**config.mk**
```make
export PLATFORM = sky130hd
export DESIGN_NAME = ble_adv_range_tracker_core
export DESIGN_NICKNAME = d
export VERILOG_FILES = /design/src/design/bart_pkg.sv /design/src/design/bart_ram.sv /design/src/design/bart_search.sv /design/src/design/ble_adv_range_tracker_core.sv
export SDC_FILE = /design/constraint.sdc
export NUM_CORES = 1
export LEC_CHECK = 0
export BUFFER_PORTS_ARGS = -buffer_cell sky130_fd_sc_hd__buf_2
export CORE_MARGIN = 1
export CORE_UTILIZATION = 40
export DETAILED_ROUTE_END_ITERATION = 6
export HOLD_SLACK_MARGIN = 0.03
export REMOVE_ABC_BUFFERS = 1
export SLEW_MARGIN = 40
export SYNTH_ARGS = -nofsm -noshare
export SYNTH_HDL_FRONTEND = slang
export SYNTH_SLANG_ARGS = --single-unit
```
**constraint.sdc**
```tcl
create_clock -name clk -period 17.4 [get_ports clk]
set_clock_uncertainty 0.15 [all_clocks]
set_input_delay 0 -clock clk [delete_from_list [all_inputs] [get_ports clk]]
set_output_delay 0 -clock clk [all_outputs]
set_load 0.01 [all_outputs]
```
**src/design/bart_pkg.sv**
```systemverilog
`default_nettype none
package bart_pkg;
  localparam int MaxDevices = 16;
  localparam int NameLen = 16;
  localparam int SlotW = (MaxDevices > 1) ? $clog2(MaxDevices) : 1;
  localparam int TotW = $clog2(MaxDevices + 1);
  localparam int NameW = $clog2(NameLen);
  localparam int KeyW = 56;
  localparam logic [7:0] TypeTxPower = 8'h0A;
  localparam logic [7:0] TypeNameFull = 8'h09;
  localparam logic [7:0] TypeNameShort = 8'h08;
  localparam logic [0:0] RegDefaultPower = 1'b0;
  localparam logic [0:0] RegLossTwoM = 1'b1;

  typedef struct packed {
    logic start;
    logic [KeyW-1:0] key;
  } srch_req_t;

  typedef struct packed {
    logic done;
    logic full;
    logic [SlotW-1:0] slot;
  } srch_rsp_t;

  function automatic logic [10:0] dist_of(input logic signed [9:0] loss);
    logic [10:0] d;
    if (loss <= 0) d = 11'd100;
    else if (loss <= 6) d = 11'd201;
    else if (loss <= 10) d = 11'd316;
    else if (loss <= 14) d = 11'd500;
    else if (loss <= 20) d = 11'd1000;
    else d = 11'd2000;
    return d;
  endfunction
endpackage
`default_nettype wire

```
**src/design/bart_ram.sv**
```systemverilog
`default_nettype none
module bart_ram #(
  parameter int Width = 8,
  parameter int Depth = 16
) (
  input  wire logic clk,
  input  wire logic we,
  input  wire logic [$clog2(Depth)-1:0] waddr,
  input  wire logic [Width-1:0] wdata,
  input  wire logic [$clog2(Depth)-1:0] raddr,
  output logic [Width-1:0] rdata
);
  logic [Width-1:0] mem [Depth];
  always_ff @(posedge clk) begin
    if (we) mem[waddr] <= wdata;
    rdata <= mem[raddr];
  end
endmodule
`default_nettype wire

```
**src/design/bart_search.sv**
```systemverilog
`default_nettype none
module bart_search import bart_pkg::*; (
  input  wire logic clk,
  input  wire logic rst_n,
  input  wire srch_req_t req,
  output srch_rsp_t rsp
);
  typedef enum logic [1:0] {S_IDLE, S_READ, S_CMP, S_DONE} st_t;
  st_t st_r;
  logic [TotW-1:0] total_r, idx_r;
  logic [KeyW-1:0] key_r, rdata;
  logic full_r;
  logic [SlotW-1:0] slot_r;
  logic we;

  assign we = (st_r == S_CMP) && (idx_r == total_r) && (total_r < TotW'(MaxDevices));

  bart_ram #(.Width(KeyW), .Depth(1 << SlotW)) u_ram (
    .clk(clk), .we(we), .waddr(idx_r[SlotW-1:0]), .wdata(key_r),
    .raddr(idx_r[SlotW-1:0]), .rdata(rdata));

  always_ff @(posedge clk) begin
    if (!rst_n) begin
      st_r <= S_IDLE;
      total_r <= '0;
      idx_r <= '0;
      full_r <= 1'b0;
    end else begin
      unique case (st_r)
        S_IDLE: if (req.start) begin
          key_r <= req.key;
          idx_r <= '0;
          st_r <= S_READ;
        end
        S_READ: st_r <= S_CMP;
        S_CMP: begin
          // Every comparison uses the one registered RAM read port.
          if (idx_r == total_r) begin
            full_r <= (total_r >= TotW'(MaxDevices));
            slot_r <= idx_r[SlotW-1:0];
            if (total_r < TotW'(MaxDevices)) total_r <= total_r + 1'b1;
            st_r <= S_DONE;
          end else if (rdata == key_r) begin
            full_r <= 1'b0;
            slot_r <= idx_r[SlotW-1:0];
            st_r <= S_DONE;
          end else begin
            idx_r <= idx_r + 1'b1;
            st_r <= S_READ;
          end
        end
        S_DONE: st_r <= S_IDLE;
        default: st_r <= S_IDLE;
      endcase
    end
  end

  assign rsp.done = (st_r == S_DONE);
  assign rsp.full = full_r;
  assign rsp.slot = slot_r;

`ifndef SYNTHESIS
  a_total_max: assert property (@(posedge clk) disable iff (!rst_n)
    total_r <= TotW'(MaxDevices)) else $error("device count overflow");
  a_idx_bound: assert property (@(posedge clk) disable iff (!rst_n)
    idx_r <= total_r) else $error("search index past total");
  a_done_pulse: assert property (@(posedge clk) disable iff (!rst_n)
    rsp.done |=> !rsp.done) else $error("done held");
`endif
endmodule
`default_nettype wire

```
**src/design/ble_adv_range_tracker_core.sv**
```systemverilog
`default_nettype none
// BLE advertisement range tracker. Payload bytes are taken one item per cycle
// while in_stall is low and parsed as they arrive. On the item with last_byte set
// the block looks the advertiser up in a 16-entry address table by walking it
// entry by entry through a single RAM read port, then emits NAME_LEN-1 result
// items (or one item with status set when the table is full). in_stall is high
// throughout the search and the emission of the results.
module ble_adv_range_tracker_core import bart_pkg::*; (
  input  wire logic clk,
  input  wire logic rst_n,
  input  wire logic in_valid,
  output logic in_stall,
  input  wire logic [47:0] in_peer_address,
  input  wire logic [7:0] in_peer_address_type,
  input  wire logic signed [7:0] in_rssi,
  input  wire logic [7:0] in_payload_byte,
  input  wire logic in_byte_valid,
  input  wire logic in_last_byte,
  output logic out_valid,
  input  wire logic out_stall,
  output logic out_status,
  output logic [3:0] out_slot,
  output logic signed [7:0] out_power_used,
  output logic [10:0] out_distance_cm,
  output logic out_near,
  output logic [3:0] out_char_index,
  output logic [7:0] out_name_char,
  output logic out_run_last,
  input  wire logic cfg_valid,
  output logic cfg_ready,
  input  wire logic [0:0] cfg_index,
  input  wire logic [7:0] cfg_data
);
  typedef enum logic [1:0] {P_LEN, P_TYPE, P_VAL} ph_t;
  typedef enum logic [1:0] {M_PARSE, M_SEARCH, M_EMIT} md_t;

  md_t md_r;
  ph_t ph_r;
  logic [7:0] dflt_r, loss2_r;
  logic [8:0] pos_r, send_r;
  logic [7:0] kind_r, pend_r, chosen_r, flen_r;
  logic halted_r, pfound_r, ntaken_r, vcnt0_r;
  logic [7:0] name_r [NameLen-1];
  logic [NameW-1:0] nlen_r, k_r;
  logic signed [7:0] rssi_r, pwr_r;
  logic [10:0] dist_r;
  logic near_r, full_r;
  logic [SlotW-1:0] slot_r;
  srch_req_t req;
  srch_rsp_t rsp;
  logic take, acc;
  logic is_name;

  assign cfg_ready = 1'b1;
  assign in_stall = (md_r != M_PARSE);
  assign acc = in_valid && !in_stall;
  assign take = acc && in_byte_valid && !halted_r && !pos_r[8];
  assign is_name = (kind_r == TypeNameFull) || (kind_r == TypeNameShort);
  assign req.start = acc && in_last_byte;
  assign req.key = {in_peer_address_type, in_peer_address};

  bart_search u_search (.clk(clk), .rst_n(rst_n), .req(req), .rsp(rsp));

  always_ff @(posedge clk) begin
    logic [8:0] npos;
    logic done_s;
    logic signed [9:0] pw, rs;
    npos = pos_r + 9'd1;
    done_s = 1'b0;
    if (!rst_n) begin
      md_r <= M_PARSE;
      ph_r <= P_LEN;
      dflt_r <= 8'd0;
      loss2_r <= 8'd46;
      pos_r <= '0; send_r <= '0; kind_r <= '0; pend_r <= '0; chosen_r <= '0;
      flen_r <= '0; halted_r <= 1'b0; pfound_r <= 1'b0; ntaken_r <= 1'b0;
      vcnt0_r <= 1'b1; nlen_r <= '0; k_r <= '0; out_valid <= 1'b0;
      for (int i = 0; i < NameLen - 1; i++) name_r[i] <= '0;
    end else begin
      if (cfg_valid) begin
        unique case (cfg_index)
          RegDefaultPower: dflt_r <= cfg_data;
          RegLossTwoM: loss2_r <= cfg_data;
          default: ;
        endcase
      end
      unique case (md_r)
        M_PARSE: begin
          if (take) begin
            pos_r <= npos;
            unique case (ph_r)
              P_LEN: begin
                if (in_payload_byte == 8'd0) halted_r <= 1'b1;
                else begin
                  flen_r <= in_payload_byte;
                  send_r <= pos_r + {1'b0, in_payload_byte} + 9'd1;
                  vcnt0_r <= 1'b1;
                  ph_r <= P_TYPE;
                end
              end
              P_TYPE: begin
                kind_r <= in_payload_byte;
                if (((in_payload_byte == TypeNameFull) ||
                     (in_payload_byte == TypeNameShort)) && !ntaken_r) nlen_r <= '0;
                ph_r <= P_VAL;
                if (npos == send_r) done_s = 1'b1;
              end
              P_VAL: begin
                if (kind_r == TypeTxPower && vcnt0_r) pend_r <= in_payload_byte;
                else if (is_name && !ntaken_r && nlen_r < NameW'(NameLen - 1)) begin
                  name_r[nlen_r] <= in_payload_byte;
                  nlen_r <= nlen_r + 1'b1;
                end
                vcnt0_r <= 1'b0;
                if (npos == send_r) done_s = 1'b1;
              end
              default: ;
            endcase
            if (done_s) begin
              ph_r <= P_LEN;
              if (flen_r >= 8'd2) begin
                if (kind_r == TypeTxPower) begin
                  chosen_r <= (ph_r == P_VAL && vcnt0_r) ? in_payload_byte : pend_r;
                  pfound_r <= 1'b1;
                end else if (is_name) ntaken_r <= 1'b1;
              end
            end
          end
          if (req.start) begin
            rssi_r <= in_rssi;
            md_r <= M_SEARCH;
          end
        end
        M_SEARCH: if (rsp.done) begin
          // The last payload byte has been absorbed; resolve power and distance.
          pwr_r <= pfound_r ? chosen_r : dflt_r;
          pw = 10'(signed'(pfound_r ? chosen_r : dflt_r));
          rs = 10'(rssi_r);
          dist_r <= dist_of(pw - rs);
          near_r <= (rs >= pw - signed'(10'(loss2_r)));
          full_r <= rsp.full;
          slot_r <= rsp.slot;
          k_r <= '0;
          out_valid <= 1'b1;
          md_r <= M_EMIT;
        end
        M_EMIT: if (out_valid && !out_stall) begin
          if (full_r || k_r == NameW'(NameLen - 2)) begin
            out_valid <= 1'b0;
            md_r <= M_PARSE;
            ph_r <= P_LEN;
            pos_r <= '0; send_r <= '0; kind_r <= '0; pend_r <= '0; chosen_r <= '0;
            flen_r <= '0; halted_r <= 1'b0; pfound_r <= 1'b0; ntaken_r <= 1'b0;
            vcnt0_r <= 1'b1; nlen_r <= '0;
            for (int i = 0; i < NameLen - 1; i++) name_r[i] <= '0;
          end else k_r <= k_r + 1'b1;
        end
        default: md_r <= M_PARSE;
      endcase
    end
  end

  always_comb begin
    out_status = full_r;
    out_slot = full_r ? 4'd0 : 4'(slot_r);
    out_power_used = full_r ? 8'sd0 : pwr_r;
    out_distance_cm = full_r ? 11'd0 : dist_r;
    out_near = full_r ? 1'b0 : near_r;
    out_char_index = full_r ? 4'd0 : 4'(k_r);
    out_name_char = (!full_r && ntaken_r && k_r < nlen_r) ? name_r[k_r[NameW-1:0]] : 8'd0;
    out_run_last = full_r || (k_r == NameW'(NameLen - 2));
  end

`ifndef SYNTHESIS
  a_stall_out: assert property (@(posedge clk) disable iff (!rst_n)
    out_valid |-> in_stall) else $error("input open while emitting");
  a_full_single: assert property (@(posedge clk) disable iff (!rst_n)
    (out_valid && full_r && !out_stall) |=> !out_valid) else $error("full run too long");
  a_nlen: assert property (@(posedge clk) disable iff (!rst_n)
    nlen_r <= NameW'(NameLen - 1)) else $error("name length overflow");
`endif
endmodule
`default_nettype wire

```
==> results.txt <==
* Layout fillers: 10344
- Area growth, synth to finish: 18.1%
- The initial utilization of the core area, before any placement, comes to 0.403.
- The net count of the finished layout is 3190.
* Headroom to the max-slew limit: 0.462
* Number of ports placed on the die boundary: 129
- At the end of routability-driven placement, the weighted congestion stood at roughly 0.84.
* Clk Tree Root Cell: sky130_fd_sc_hd__clkbuf_16
- Entering global routing, the biggest net connects 87 pins.
- The endpoint identified for the worst register-to-register timing path is near_r.
- Die width: 357 um
* Hold-critical path endpoint: chosen_r[0]
- Worst reg2reg startpoint: pfound_r
* Worst setup slack for register-to-register paths: 13520 ps
- Drt first pass iters: 5
* Total via count in the routed design: roughly 26000
- Max stage delay cell, worst path: sky130_fd_sc_hd__dfxtp_1
- After detailed placement, the design holds a cell count of 4387.
- The placed instances occupy a cell area of 0.0536 mm^2.
- The share of the Yosys chip area taken by registers is 0.725.
* Fraction of layout instances using a drive strength above 1: 0.233
- TritonCTS clock tree: done
* Count of antenna diodes in the layout: 0
* Postcts setup bufs: 0
- Count of flip-flops with a built-in enable after synthesis: between 1000 and 1500
- Crit-path leading delay family: compound AO/OA/AOI/OAI gates
- The Yosys step of the flow raised 0 warnings.
- DRC Markers: 0
- Total GRT Usage: 0.178
- Area of all sequential standard cells: 0.0366 mm^2
* Final Instance Count excl. Fillers: 4805
- In the routed layout, each cell is associated on average with a via count of 5.40.
- The routed design could run at a clock period as short as 3880 ps.
- Area of the multi-input gates: 0.0132 mm^2
- Flops & latches, synth: roughly 1300
- The floorplan has 130 rows.
- Power per unit of standard cell area: 108 mW/mm^2
- Max-cap violations in this run came to 0.
- Overall power consumption after layout is estimated at 6.43 mW.
- Maximum resistive drop on vdd: 0.109 mV
* Number of global-route vias before repair: 26756
- CP Class: flip-flop to flip-flop
- Global-route wire length before repair: 170000 um
* PnR worst setup slack: 13520 ps
- Number of instances in the synthesized netlist: 2691
* RSZ-0062 raised after global routing: no
- Dividing the synthesized area by the synthesized cell count gives between 15 and 20 um^2.
* Critical path startpoint category: flip-flop
- In this run the worst setup path begins at pfound_r.
* Share of synthesized flip-flops with an asynchronous set or reset: 0
- The H-tree generated during clock tree synthesis spans 4 levels.
- Post-Route Setup TNS: 0 ps
- At the placement stage, the worst setup path has a slack of about 14000 ps.
- Summed over all nets, the half-perimeter wirelength after detailed placement is 66600 um.
* CP endpoint kind: flip-flop
* Area of the core: 0.125 mm^2
- Remaining antenna violation count: 0
* Number of sinks on the clock net: 1271
- The clock passes through at most 3 buffers.
- Avg WL per Cell: 23.4 um
- Final Hold Viols: 0
* Maximum frequency from static timing analysis: 0.258 GHz
- After clock tree synthesis, the clock-pin slew on the worst setup and hold paths is 60 ps.
* Post-route worst hold slack: 107 ps
- The largest single stage delay on the critical path is 610 ps.
* Period utilization: 0.223
- Of all nets on the critical path, the largest fanout is 10.
- WP buf/inv: 1
* CP arrival: 4240 ps
- Summed over all cells, the static leakage comes to 19.3 nW.
* Register-to-Register Path Depth: 16
- Once layout is complete, the utilization of the core stands at 0.476.
- Walking the worst path, the cells encountered are mux2i_1, ha_1, inv_1, fa_1, a21o_1, a21oi_1, o21bai_1, a21o_1, a21oi_1, o21bai_1, xnor2_1, ha_1, nand2b_1, nor3_1, o31ai_1, o311a_1.
* Synth Flop Type: sky130_fd_sc_hd__edfxtp_1
* HP Class: input pin to flip-flop
* Synthesized area: 0.0505 mm^2
* Die area: 0.128 mm^2
* Worst hold path cell count: 4
- The critical path runs through a total of 16 cells.
- The final count of pins violating max slew came to 0.
- The number of antenna violations at the first check in global routing is 0.
- The flow ran to the end, and the final reports show no timing, DRC or antenna violations.
* DRT Wirelength: ~110000 um
- The worst hold path begins at in_payload_byte[0].
- Counting the buffers created by CTS gives 131.
* Overall die height: 357 um
- Initial DRC Count: around 2400
- At the pin with the least slew margin, the transition time is 805 ps.
- Count of cell types in the netlist: 72
- Total congestion overflow after global routing: 0
* Count of input and output buffers: 126
- For the worst-skew pair, the clock arrives at the later sink with an insertion delay of 760 ps.
- Required time of the worst setup path: 17760 ps
- Setup violations remaining at the end of the flow were counted as 0.
- Design Area, Final: roughly 0.060 mm^2
[cells by family after synthesis]
group,count (synthesis),share of synthesized area
DFF,1271,0.725
adders and majority gates,58,0.0148
xor gates and xnor gates,88,0.0153
AOI/OAI and AO/OA,224,0.0273
and+or+nand+nor,503,0.0540
buffers and inverters,196,0.0152
other,2,0.000149
muxes,349,0.149
[per-layer routing]
metal	GRT usage	vias up	wire, um
met3	0.0304	165	5730
li1	-	11466	-
met1	0.238	13565	48100
met2	0.299	750	56400
met5	0	-	0
met4	0.0493	0	2210
[report_power, final]
part / internal (mW) / total (mW) / switching [mW]
registers: 3.34 / 3.38 / 0.0378
clock network: 1.58 / 2.77 / 1.19
logic: 0.145 / 0.283 / 0.138
total: 5.06 / 6.43 / 1.36
[registers in the layout, summed over array words and instances (netlist names), 7 cells and up, named ones only]
signal / flops
chosen_r: 8
dflt_r: 8
dist_r: 10
flen_r: 7
kind_r: 8
loss2_r: 8
name_r: 128
pend_r: 8
pos_r: 9
pwr_r: 8
rssi_r: 8
send_r: 9
u_search.key_r: 56
u_search.u_ram.mem: 896
u_search.u_ram.rdata: 56
[synthesized netlist by cell type, drive strengths merged, types with 22 or more instances]
cell type  count  share of area
a21oi         73         0.0072
and2         108          0.013
buf           51         0.0044
clkbuf        92         0.0068
dfxtp        155          0.061
edfxtp      1116           0.66
ha            54          0.013
inv           53         0.0039
mux2i         22         0.0044
mux4         320           0.14
nand2         79         0.0059
nand3         38         0.0039
nand4         25         0.0033
nor2          79         0.0059
nor2b         46         0.0057
nor3          50         0.0050
o21ai         63         0.0062
xnor2         40         0.0069
xor2          48         0.0083
[worst max path at each step]
stage | endpoint | slack (ps)
5_1_grt | near_r | 13190
2_1_floorplan | u_search.u_ram.mem[15][0] | 4200
6_report | near_r | 13520
3_5_place_dp | near_r | 13550
3_3_place_gp | u_search.u_ram.rdata[54] | 13440
4_1_cts | near_r | 13550
[cells in the final DEF (no fill, tap or decap), types with 52 or more instances in the layout]
master and instances:
sky130_fd_sc_hd__edfxtp_1 1116, sky130_fd_sc_hd__dfxtp_1 150, sky130_fd_sc_hd__ha_1 54, sky130_fd_sc_hd__mux4_2 320
sky130_fd_sc_hd__and2_1 93, sky130_fd_sc_hd__clkbuf_16 132, sky130_fd_sc_hd__a21oi_1 72, sky130_fd_sc_hd__nand2_1 78
sky130_fd_sc_hd__buf_2 126, sky130_fd_sc_hd__inv_1 52, sky130_fd_sc_hd__nor2_1 77, sky130_fd_sc_hd__dlygate4sd3_1 174
[tightest hold or removal path, stage by stage]
cell and delay (ps):
sky130_fd_sc_hd__dlygate4sd3_1 520, sky130_fd_sc_hd__buf_2 190, sky130_fd_sc_hd__mux2i_1 100, sky130_fd_sc_hd__o2bb2ai_1 160
[what timing repair did]
action                    4_1_cts  5_1_grt
hold buffers                  174        0
resized for setup               0        0
hold endpoints to repair      257        0
[area by class of cell]
type,count,area share
Multi-Input combinational cell,1232,0.222
Tap cell,1650,0.0346
Clock buffer,175,0.0598
Clock inverter,68,0.0117
Timing Repair Buffer,356,0.0544
Sequential cell,1271,0.614
Inverter,53,0.00334
No activity file was read; power rests on OpenSTA's default activity.
